### src/design/cfs_pkg.sv
// ----------------------------------------------------------------------------
// cfs_pkg: shared types and constants
// Item formats, controller states, and the command and status groups that
// join the controller to the datapath.
// ----------------------------------------------------------------------------
package cfs_pkg;

	localparam int MAX_N      = 8;
	localparam int MAX_NX     = 8;
	localparam int DEPTH      = 64;
	localparam int ADDR_W     = 6;
	localparam int DATA_W     = 32;
	localparam int DIM_W      = 4;
	localparam int CNT_W      = 7;
	localparam int ACC_W      = 52;
	localparam int CFG_IDX_W  = 1;

	localparam logic OP_LOAD_A = 1'b0;
	localparam logic OP_LOAD_B = 1'b1;

	localparam logic [CFG_IDX_W-1:0] CFG_N_SIZE   = 1'b0;
	localparam logic [CFG_IDX_W-1:0] CFG_RHS_COLS = 1'b1;

	typedef enum logic [1:0] {
		KIND_L   = 2'd0,
		KIND_X   = 2'd1,
		KIND_REJ = 2'd2
	} kind_t;

	typedef struct packed {
		logic               opcode;
		logic signed [31:0] value;
		logic               last;
	} in_item_t;

	typedef struct packed {
		kind_t              kind;
		logic signed [31:0] result_value;
		logic               spd;
		logic               end_of_run;
	} out_item_t;

	typedef enum logic [3:0] {
		DP_NOP,
		DP_CLR_OK,
		DP_CLR_D,
		DP_CLR_ACC,
		DP_LD_OPA_F,
		DP_LD_OPB_F,
		DP_LD_XF,
		DP_ACC,
		DP_LD_SYM,
		DP_DIV,
		DP_LD_QQ,
		DP_DACC,
		DP_SQRT,
		DP_SET_SPD
	} dp_op_t;

	typedef enum logic [1:0] {
		NUM_A,
		NUM_B,
		NUM_X
	} num_sel_t;

	typedef struct packed {
		dp_op_t              op;
		num_sel_t            num_sel;
		logic                a_we;
		logic                b_we;
		logic                f_we;
		logic                x_we;
		logic [ADDR_W-1:0]   a_addr;
		logic [ADDR_W-1:0]   b_addr;
		logic [ADDR_W-1:0]   f_addr;
		logic [ADDR_W-1:0]   x_addr;
		logic                out_ld;
		kind_t               out_kind;
		logic                out_zero;
		logic                out_end;
	} dp_cmd_t;

	typedef struct packed {
		logic ds_busy;
		logic out_full;
		logic spd;
	} dp_status_t;

	typedef enum logic [5:0] {
		ST_IDLE,
		ST_F_COL, ST_F_SUM, ST_F_RD1, ST_F_RD2, ST_F_LDB, ST_F_MUL, ST_F_ACC,
		ST_F_RDA, ST_F_RDA2, ST_F_DIV, ST_F_DIVW, ST_F_QMUL, ST_F_QACC,
		ST_F_PIV, ST_F_PIV2, ST_F_SQW, ST_F_SPD,
		ST_LO_RD, ST_LO_LD,
		ST_S_REJ,
		ST_FW_SUM, ST_FW_RD, ST_FW_LD, ST_FW_MUL, ST_FW_ACC,
		ST_FW_RDB, ST_FW_DIV, ST_FW_DW,
		ST_BW_SUM, ST_BW_RD, ST_BW_LD, ST_BW_MUL, ST_BW_ACC,
		ST_BW_RDS, ST_BW_DIV, ST_BW_DW,
		ST_XO_RD, ST_XO_LD
	} ctrl_state_t;

endpackage

### src/design/cfs_ctrl.sv
// ----------------------------------------------------------------------------
// cfs_ctrl: sequencer for load, factor, solve and result streaming
// Holds the size registers, load counter and loop indices.
// ----------------------------------------------------------------------------
module cfs_ctrl import cfs_pkg::*; (
	input  logic                 clk,
	input  logic                 arst_n,
	input  logic                 in_valid,
	output logic                 in_ready,
	input  logic                 in_opcode,
	input  logic                 in_last,
	input  logic                 cfg_valid,
	output logic                 cfg_ready,
	input  logic [CFG_IDX_W-1:0] cfg_index,
	input  logic [DIM_W-1:0]     cfg_data,
	input  dp_status_t           status,
	output dp_cmd_t              cmd
);

	ctrl_state_t      state_q, state_d;
	logic [DIM_W-1:0] i_q, i_d, j_q, j_d, k_q, k_d;
	logic [CNT_W-1:0] ld_cnt_q, ld_cnt_d;
	logic [DIM_W-1:0] n_cfg_q, nx_cfg_q;

	logic [DIM_W-1:0] n_eff, nx_eff, i_inc, j_inc, k_inc, n_m1, nx_m1;
	logic [7:0]       cap;

	// row * stride + col
	function automatic logic [ADDR_W-1:0] idx(logic [DIM_W-1:0] r,
		logic [DIM_W-1:0] s, logic [DIM_W-1:0] c);
		logic [7:0] t;
		t = 8'(r) * 8'(s) + 8'(c);
		return t[ADDR_W-1:0];
	endfunction

	assign n_eff  = (n_cfg_q == '0) ? 4'd1 :
		((n_cfg_q > DIM_W'(MAX_N)) ? DIM_W'(MAX_N) : n_cfg_q);
	assign nx_eff = (nx_cfg_q == '0) ? 4'd1 :
		((nx_cfg_q > DIM_W'(MAX_NX)) ? DIM_W'(MAX_NX) : nx_cfg_q);
	assign n_m1   = n_eff - 4'd1;
	assign nx_m1  = nx_eff - 4'd1;
	assign i_inc  = i_q + 4'd1;
	assign j_inc  = j_q + 4'd1;
	assign k_inc  = k_q + 4'd1;
	assign cap    = (in_opcode == OP_LOAD_B) ? 8'(n_eff) * 8'(nx_eff)
		: 8'(n_eff) * 8'(n_eff);

	assign cfg_ready = 1'b1;

	always_ff @(posedge clk or negedge arst_n) begin
		if (!arst_n) begin
			n_cfg_q  <= DIM_W'(MAX_N);
			nx_cfg_q <= 4'd1;
		end else if (cfg_valid) begin
			unique case (cfg_index)
				CFG_N_SIZE:   n_cfg_q  <= cfg_data;
				CFG_RHS_COLS: nx_cfg_q <= cfg_data;
			endcase
		end
	end

	always_ff @(posedge clk or negedge arst_n) begin
		if (!arst_n) begin
			state_q  <= ST_IDLE;
			i_q      <= '0;
			j_q      <= '0;
			k_q      <= '0;
			ld_cnt_q <= '0;
		end else begin
			state_q  <= state_d;
			i_q      <= i_d;
			j_q      <= j_d;
			k_q      <= k_d;
			ld_cnt_q <= ld_cnt_d;
		end
	end

	always_comb begin
		state_d  = state_q;
		i_d      = i_q;
		j_d      = j_q;
		k_d      = k_q;
		ld_cnt_d = ld_cnt_q;
		in_ready = 1'b0;
		cmd      = '0;
		cmd.op       = DP_NOP;
		cmd.num_sel  = NUM_A;
		cmd.out_kind = KIND_L;

		unique case (state_q)
			ST_IDLE: begin
				in_ready   = 1'b1;
				cmd.a_addr = ld_cnt_q[ADDR_W-1:0];
				cmd.b_addr = ld_cnt_q[ADDR_W-1:0];
				if (in_valid) begin
					if (8'(ld_cnt_q) < cap) begin
						cmd.a_we = (in_opcode == OP_LOAD_A);
						cmd.b_we = (in_opcode == OP_LOAD_B);
						ld_cnt_d = ld_cnt_q + 7'd1;
					end
					if (in_last) begin
						ld_cnt_d = '0;
						j_d      = '0;
						k_d      = '0;
						if (in_opcode == OP_LOAD_A) begin
							cmd.op  = DP_CLR_OK;
							state_d = ST_F_COL;
						end else if (status.spd) begin
							state_d = ST_FW_SUM;
						end else begin
							state_d = ST_S_REJ;
						end
					end
				end
			end

			// ---- factor: column j, off-diagonal k, inner i
			ST_F_COL: begin
				cmd.op  = DP_CLR_D;
				k_d     = '0;
				state_d = (j_q != '0) ? ST_F_SUM : ST_F_PIV;
			end
			ST_F_SUM: begin
				cmd.op  = DP_CLR_ACC;
				i_d     = '0;
				state_d = (k_q != '0) ? ST_F_RD1 : ST_F_RDA;
			end
			ST_F_RD1: begin
				cmd.f_addr = idx(k_q, DIM_W'(MAX_N), i_q);
				state_d    = ST_F_RD2;
			end
			ST_F_RD2: begin
				cmd.op     = DP_LD_OPA_F;
				cmd.f_addr = idx(j_q, DIM_W'(MAX_N), i_q);
				state_d    = ST_F_LDB;
			end
			ST_F_LDB: begin
				cmd.op  = DP_LD_OPB_F;
				state_d = ST_F_MUL;
			end
			ST_F_MUL: state_d = ST_F_ACC;
			ST_F_ACC: begin
				cmd.op  = DP_ACC;
				i_d     = i_inc;
				state_d = (i_inc < k_q) ? ST_F_RD1 : ST_F_RDA;
			end
			ST_F_RDA: begin
				cmd.a_addr = idx(j_q, n_eff, k_q);
				state_d    = ST_F_RDA2;
			end
			ST_F_RDA2: begin
				cmd.op     = DP_LD_SYM;
				cmd.a_addr = idx(k_q, n_eff, j_q);
				cmd.f_addr = idx(k_q, DIM_W'(MAX_N), k_q);
				state_d    = ST_F_DIV;
			end
			ST_F_DIV: begin
				cmd.op      = DP_DIV;
				cmd.num_sel = NUM_A;
				state_d     = ST_F_DIVW;
			end
			ST_F_DIVW: begin
				if (!status.ds_busy) begin
					cmd.op     = DP_LD_QQ;
					cmd.f_we   = 1'b1;
					cmd.f_addr = idx(j_q, DIM_W'(MAX_N), k_q);
					state_d    = ST_F_QMUL;
				end
			end
			ST_F_QMUL: state_d = ST_F_QACC;
			ST_F_QACC: begin
				cmd.op  = DP_DACC;
				k_d     = k_inc;
				state_d = (k_inc < j_q) ? ST_F_SUM : ST_F_PIV;
			end
			ST_F_PIV: begin
				cmd.a_addr = idx(j_q, n_eff, j_q);
				state_d    = ST_F_PIV2;
			end
			ST_F_PIV2: begin
				cmd.op  = DP_SQRT;
				state_d = ST_F_SQW;
			end
			ST_F_SQW: begin
				if (!status.ds_busy) begin
					cmd.f_we   = 1'b1;
					cmd.f_addr = idx(j_q, DIM_W'(MAX_N), j_q);
					j_d        = j_inc;
					state_d    = (j_inc < n_eff) ? ST_F_COL : ST_F_SPD;
				end
			end
			ST_F_SPD: begin
				cmd.op  = DP_SET_SPD;
				i_d     = '0;
				j_d     = '0;
				state_d = ST_LO_RD;
			end

			// ---- stream L, upper triangle as zero
			ST_LO_RD: begin
				if (!status.out_full) begin
					cmd.f_addr = idx(i_q, DIM_W'(MAX_N), j_q);
					state_d    = ST_LO_LD;
				end
			end
			ST_LO_LD: begin
				cmd.out_ld   = 1'b1;
				cmd.out_kind = KIND_L;
				cmd.out_zero = (j_q > i_q);
				cmd.out_end  = (i_q == n_m1) && (j_q == n_m1);
				state_d      = ST_LO_RD;
				if (j_q != n_m1) begin
					j_d = j_inc;
				end else begin
					j_d = '0;
					i_d = i_inc;
					if (i_q == n_m1) begin
						state_d = ST_IDLE;
					end
				end
			end

			ST_S_REJ: begin
				if (!status.out_full) begin
					cmd.out_ld   = 1'b1;
					cmd.out_kind = KIND_REJ;
					cmd.out_zero = 1'b1;
					cmd.out_end  = 1'b1;
					state_d      = ST_IDLE;
				end
			end

			// ---- forward substitution L*Y = B
			ST_FW_SUM: begin
				cmd.op  = DP_CLR_ACC;
				i_d     = '0;
				state_d = (k_q != '0) ? ST_FW_RD : ST_FW_RDB;
			end
			ST_FW_RD: begin
				cmd.x_addr = idx(i_q, nx_eff, j_q);
				cmd.f_addr = idx(k_q, DIM_W'(MAX_N), i_q);
				state_d    = ST_FW_LD;
			end
			ST_FW_LD: begin
				cmd.op  = DP_LD_XF;
				state_d = ST_FW_MUL;
			end
			ST_FW_MUL: state_d = ST_FW_ACC;
			ST_FW_ACC: begin
				cmd.op  = DP_ACC;
				i_d     = i_inc;
				state_d = (i_inc < k_q) ? ST_FW_RD : ST_FW_RDB;
			end
			ST_FW_RDB: begin
				cmd.b_addr = idx(k_q, nx_eff, j_q);
				cmd.f_addr = idx(k_q, DIM_W'(MAX_N), k_q);
				state_d    = ST_FW_DIV;
			end
			ST_FW_DIV: begin
				cmd.op      = DP_DIV;
				cmd.num_sel = NUM_B;
				state_d     = ST_FW_DW;
			end
			ST_FW_DW: begin
				if (!status.ds_busy) begin
					cmd.x_we   = 1'b1;
					cmd.x_addr = idx(k_q, nx_eff, j_q);
					state_d    = ST_FW_SUM;
					if (j_q != nx_m1) begin
						j_d = j_inc;
					end else begin
						j_d = '0;
						if (k_q != n_m1) begin
							k_d = k_inc;
						end else begin
							k_d     = n_m1;
							state_d = ST_BW_SUM;
						end
					end
				end
			end

			// ---- back substitution L'*X = Y
			ST_BW_SUM: begin
				cmd.op  = DP_CLR_ACC;
				i_d     = k_inc;
				state_d = (k_q != n_m1) ? ST_BW_RD : ST_BW_RDS;
			end
			ST_BW_RD: begin
				cmd.x_addr = idx(i_q, nx_eff, j_q);
				cmd.f_addr = idx(i_q, DIM_W'(MAX_N), k_q);
				state_d    = ST_BW_LD;
			end
			ST_BW_LD: begin
				cmd.op  = DP_LD_XF;
				state_d = ST_BW_MUL;
			end
			ST_BW_MUL: state_d = ST_BW_ACC;
			ST_BW_ACC: begin
				cmd.op  = DP_ACC;
				i_d     = i_inc;
				state_d = (i_inc < n_eff) ? ST_BW_RD : ST_BW_RDS;
			end
			ST_BW_RDS: begin
				cmd.x_addr = idx(k_q, nx_eff, j_q);
				cmd.f_addr = idx(k_q, DIM_W'(MAX_N), k_q);
				state_d    = ST_BW_DIV;
			end
			ST_BW_DIV: begin
				cmd.op      = DP_DIV;
				cmd.num_sel = NUM_X;
				state_d     = ST_BW_DW;
			end
			ST_BW_DW: begin
				if (!status.ds_busy) begin
					cmd.x_we   = 1'b1;
					cmd.x_addr = idx(k_q, nx_eff, j_q);
					state_d    = ST_BW_SUM;
					if (j_q != nx_m1) begin
						j_d = j_inc;
					end else begin
						j_d = '0;
						if (k_q != '0) begin
							k_d = k_q - 4'd1;
						end else begin
							i_d     = '0;
							state_d = ST_XO_RD;
						end
					end
				end
			end

			// ---- stream X
			ST_XO_RD: begin
				if (!status.out_full) begin
					cmd.x_addr = idx(i_q, nx_eff, j_q);
					state_d    = ST_XO_LD;
				end
			end
			ST_XO_LD: begin
				cmd.out_ld   = 1'b1;
				cmd.out_kind = KIND_X;
				cmd.out_end  = (i_q == n_m1) && (j_q == nx_m1);
				state_d      = ST_XO_RD;
				if (j_q != nx_m1) begin
					j_d = j_inc;
				end else begin
					j_d = '0;
					i_d = i_inc;
					if (i_q == n_m1) begin
						state_d = ST_IDLE;
					end
				end
			end

			default: state_d = ST_IDLE;
		endcase
	end

endmodule

### config.mk
export PLATFORM = sky130hd
export DESIGN_NAME = cfs_ctrl
export DESIGN_NICKNAME = d
export VERILOG_FILES = /design/src/design/cfs_pkg.sv /design/src/design/cfs_ctrl.sv
export SDC_FILE = /design/constraint.sdc
export NUM_CORES = 1
export LEC_CHECK = 0
export BUFFER_PORTS_ARGS = -buffer_cell sky130_fd_sc_hd__buf_2
export CAP_MARGIN = 0
export CORE_MARGIN = 2
export CORE_UTILIZATION = 63
export DETAILED_ROUTE_END_ITERATION = 10
export PLACE_DENSITY = 0.83
export SYNTH_ARGS = -nofsm -noshare
export SYNTH_HDL_FRONTEND = slang
export SYNTH_SLANG_ARGS = --single-unit
### constraint.sdc
create_clock -name clk -period 6.3 [get_ports clk]
set_input_delay 0 -clock clk [delete_from_list [all_inputs] [get_ports clk]]
set_output_delay 0 -clock clk [all_outputs]
set_load 0.03 [all_outputs]
## After elaboration in Yosys (flattened, before gate mapping)

Cells that the tools add are included.

| word-level totals | value |
|---|---|
| word-level logic and storage cells | 212 |
| input port bits | 14 |
| output and inout port bits | 41 |
| flip-flop bits (word level) | 33 |

| operators by class | value |
|---|---|
| $add $sub $neg | 19 |
| reductions and logical operators | 28 |
| multiplexer cells | 82 |
| equal/unequal tests | 60 |
| $lt $le $gt $ge | 8 |
| bitwise logic cells | 2 |
| $mul | 6 |

Operators with widths:

| cell | count |
|---|---|
| 6-bit one-hot mux with 39 select lines | 1 |
| 6-bit two-way mux | 22 |
| 4-bit two-way mux | 30 |
| 6-bit by 5-bit == test with 1-bit output, second input constant | 16 |
| 6-bit by 4-bit adder with 6-bit output | 12 |
| 4-bit one-hot mux with 13 select lines | 1 |
| 6-bit by 4-bit == test with 1-bit output, second input constant | 8 |
| 4-bit one-hot mux with 6 select lines | 2 |
| 6-bit one-hot mux with 4 select lines | 2 |
| 6-bit == test, second input constant | 7 |
| 6-bit one-hot mux with 7 select lines | 1 |
| 2-bit inequality test, second input constant | 16 |
| 6-bit by 3-bit == test with 1-bit output, second input constant | 4 |
| 4-bit by 4-bit multiplier with 6-bit output | 4 |
| 4-bit one-hot mux with 5 select lines | 1 |
| 4-bit less-than comparator | 4 |
| 4-bit by 4-bit multiplier with 8-bit output | 2 |
| 5-bit two-way mux | 3 |
| 3-bit OR reduction | 5 |
| 7-bit two-way mux | 2 |
| 4-bit by 1-bit adder with 4-bit output, second input constant | 3 |
| 4-bit == test | 3 |
| 6-bit by 2-bit == test with 1-bit output, second input constant | 2 |
| 4-bit inequality test | 3 |
| other kinds (29) | 51 |

## Depth between registers and ports, before layout

| depth | value |
|---|---|
| depth after elaboration | 9 |
| depth in mapped cells | 21 |
| gate-level depth less buffers | 19 |

## Least setup slack after synthesis

OpenSTA, ideal clock, no wires.

| path | value |
|---|---|
| path kind | reg2reg |
| start point | reg n_cfg_q[1] |
| end point | reg ld_cnt_q[1] |
| setup slack | 1.769 ns |
| data arrival time | 4.405 ns |
| cell stages (with the launch flop) | 21 |
| cells stage by stage | dfrtp_1 o21bai_1 and2_1 clkbuf_1 nand2_1 fa_1 inv_1 fa_1 inv_1 fa_1 inv_1 a21o_1 a21oi_1 xnor2_1 a21oi_1 ha_1 a21oi_1 a32o_1 a31oi_2 a21oi_1 a221o_1 |

| on the way | value |
|---|---|
| cells in the longest elaborated chain, start to end | 8 |

RTL lines:

| what | RTL line | source |
|---|---|---|
| from (decl) | cfs_ctrl.sv:23 | `logic [DIM_W-1:0] n_cfg_q, nx_cfg_q;` |
| from (signal assigned) | cfs_ctrl.sv:52 | `n_cfg_q <= DIM_W'(MAX_N);` |
| from (signal assigned) | cfs_ctrl.sv:56 | `CFG_N_SIZE: n_cfg_q <= cfg_data;` |
| 4-bit greater-than comparator | cfs_ctrl.sv:37 | `((n_cfg_q > DIM_W'(MAX_N)) ? DIM_W'(MAX_N) : n_cfg_q);` |
| 4-bit two-way mux | cfs_ctrl.sv:37 |  |
| 4-bit two-way mux (*) | cfs_ctrl.sv:36 | `assign n_eff = (n_cfg_q == '0) ? 4'd1 :` |
| 4-bit by 4-bit multiplier with 8-bit output (on tied branches) | cfs_ctrl.sv:46, cfs_ctrl.sv:45 |  |
| 8-bit two-way mux (*) | cfs_ctrl.sv:45 | `assign cap = (in_opcode == OP_LOAD_B) ? 8'(n_eff) * 8'(nx_eff)` |
| 7-bit by 8-bit less-than comparator with 1-bit output (*) | cfs_ctrl.sv:96 | `if (8'(ld_cnt_q) < cap) begin` |
| 2-bit nonzero test (no source line) (*) | -- |  |
| 3-bit AND reduction (no source line) (*) | -- |  |
| to (signal assigned) | cfs_ctrl.sv:74 | `ld_cnt_q <= ld_cnt_d;` |
| to (decl) | cfs_ctrl.sv:22 | `logic [CNT_W-1:0] ld_cnt_q, ld_cnt_d;` |

Mark *: on every way between the ends. The rest lies on a longest branch, timed or not.
A chain may end at the register's enable or synchronous reset.

==> metrics.cfg <==
[run_status]
status=completed

[global_routing]
grt_first_pass_wirelength_mm=36.8
grt.met1_usage_pct=48.3
grt_max_degree=45
grt_use_total_pct=36.3
gr-usage-met3_pct=6.59
grt_pass1_vias=7173
antenna_found_initial=0
grt_util_met2_pct=58.6
gr-total-overflow=0
grt-busiest-layer=met2

[power]
p_leak_nw=3.90
power-per-cell-area_nw_per_um2=390
vdd_drop_max_uv=398
power_mw=3.05

[drt]
routedWlPerCell_um=20.2
antenna_left=0
drc_errors=0
drt-total-wl_mm=22.6
vias=7414
viasPerCell=6.63
drtIter0Drc=901
dr.pass1.iters=6

[finish]
fin_nets=1120
syn2layout_area_growth_pct=7.35
multiInputGateArea_um2=5890
seqCellArea_um2=828
drive_above_1_share_pct=9.85
num-fill-cells=954
fin_util_pct=68.8
antennaDiodeCount=0
layout_commonest_cell=ha_1
layout_common_cells=ha_1, nand2_1, inv_1, nor2_1, buf_2

[clock_network]
cts_tree=built
h-tree-depth=2
numCtsBuffers=5
hold_buffers=5
clk_pin_slew_ps=50
root_buffer=clkbuf_16
ctsLongestPathBuffers=2
cts_setup_buffers=0
clk_latency_ps=280
cts_resized=0
clkSinkCount=33

[floorplanning]
initial_utilization_pct=64.1
core_area_um2=11400
die-area_um2=12400
die_x_um=112
ios=55
rows=39
die_h_um=112

[critical_path]
timing.rr.end=ld_cnt_q[1]$_DFFE_PN0P_
reg2reg_slack_ps=1190
endpoint=cmd[31]
slowest_delay_ps=570
setup.worst_path.start=n_cfg_q[3]$_DFFE_PN1P_
cp_cell_sequence=inv_1 > and2_1 > nand2_1 > fa_1 > inv_1 > fa_1 > ha_1 > a211oi_1 > o21ai_0 > o22a_1 > ha_1 > a21o_1 > a21oi_1 > a32o_1 > a31oi_2 > a21oi_1 > and2_1 > buf_2
cp.required_ps=6300
worst_path_max_delay_cell=fa_1
crit_family=adder cells
crit_cells=18
critPathKind=reg2out
worst-path-buf-inv=3
cp_max_fo=12
crit_path_end_kind=output pin
cp.arrival_ps=5320
cp-start-kind=flop
r2r_cells=17
r2r_start=n_cfg_q[3]$_DFFE_PN1P_

[synth]
netlist_area_um2=7280
yosysSeqAreaShare_pct=11.4
synth-edff-count=0
yosysWarningCount=0
synthTopCellsByArea=ha_1, dfrtp_1, fa_1, nand2_1, inv_1
async_flop_share_pct=100
syn_inst=951
ys_ff_latch=33
syn-mean-instance-area_um2=7.66
synth_top_area_share_pct=17.9
synth.distinct_cells=83
synth_ff_type=dfrtp_1
synth_top_area_cell=ha_1

[sta]
setup_viol=0
tns_ps=0
fin_crit_sh_pct=84.4
skew_ps=7.57
fin_crit_ps=5320
worst_pin_slew_ps=1050
drv_slew=0
finalHoldViolCount=0
relSlewSlack_pct=29.8
fmax_mhz=188
rsz0062_at_grt=false

[placement]
io_buffers=53
gp_congestion=1.06
dp_hpwl_mm=17.1

[hold_path]
hold_depth=4
hold_path_class=in2reg

[run]
drv_cap=0

==> through the flow <==
stage	hold WS (ps)	area, um^2	worst slack, ps	instances
6_report	37.4	7820	981	1118
5_1_grt	82.9	7820	688	1118
4_1_cts	37.8	7820	1040	1118
3_5_place_dp	112	7580	1280	1105
3_3_place_gp	119	7580	1440	1105
2_1_floorplan	-296	7290	1770	952
==> cells in the mapped netlist (10+ instances only) <==
library cell,count
o22ai_1,18
nand2b_1,22
nor2_1,71
nand3_1,17
o21ai_0,49
buf_1,10
a22oi_1,15
inv_1,81
nand4_1,12
o21ai_1,15
and2_1,20
a21oi_1,43
xor2_1,21
xnor2_1,29
a21o_1,16
mux2i_1,11
clkbuf_1,25
dfrtp_1,31
fa_1,28
o211ai_1,10
ha_1,104
nand2_1,93
nor2b_1,17
a211oi_1,11
buf_2,17
nor3_1,20
mux2_2,11
==> registers in the layout, indices dropped and copies added (netlist names) <==
| signal | flops |
|---|---|
| ld_cnt_q | 7 |
| state_q | 6 |
| i_q | 4 |
| nx_cfg_q | 4 |
| n_cfg_q | 4 |
| k_q | 4 |
| j_q | 4 |
==> worst min path at each step <==
stage	from	end	slack, ps
after CTS	cfg_index	n_cfg_q[3]$_DFFE_PN1P_	40
final	cfg_index	n_cfg_q[3]$_DFFE_PN1P_	40
after detailed placement	arst_n	nx_cfg_q[2]$_DFFE_PN0P_	110
after global routing	cfg_index	n_cfg_q[3]$_DFFE_PN1P_	80
after global placement	arst_n	nx_cfg_q[2]$_DFFE_PN0P_	120
after floorplan	arst_n	i_q[0]$_DFFE_PN0P_	-300
==> logic make-up after synthesis <==
logic type                 share of synthesized area [%]
and+or+nand+nor                                     21.6
AOI/OAI and AO/OA                                   23.2
buffers and inverters                               7.82
adders and majority gates                           25.6
xor gates and xnor gates                            6.63
DFF                                                 11.4
muxes                                               3.68
other                                              0.103
==> area by class of cell <==
cell class | instances | area share, %
Clock buffer | 5 | 1.60
Tap cell | 143 | 2.29
Timing Repair Buffer | 70 | 5.18
Clock inverter | 3 | 0.832
Inverter | 87 | 4.18
Multi-Input combinational cell | 777 | 75.3
Sequential cell | 33 | 10.6
==> metal layers <==
layer | wire length [um] | part of all wire [%]
met1 | 8970 | 40
met2 | 10300 | 46
met3 | 2420 | 11
met4 | 927 | 4.1
met5 | 0 | 0
==> worst reg2reg max path, cell delays in order (launching register included) <==
cell and delay [ps]:
dfstp_2 430, inv_1 240, and2_1 470, nand2_1 150
fa_1 570, inv_1 60, fa_1 510, ha_1 330
a211oi_1 290, o21ai_0 150, o22a_1 200, ha_1 300
a21o_1 120, a21oi_1 90, a32o_1 230, a31oi_2 340
a21oi_1 210, a221o_1 320
==> where the power goes <==
group          internal, mW  total, mW  switching (mW)  leakage [nW]
clock network         0.226      0.320          0.0945        0.0938
registers             0.272      0.413           0.141         0.418
logic                 0.833       2.32            1.48          3.38
Note: power is estimated with default switching activity, not from simulation.
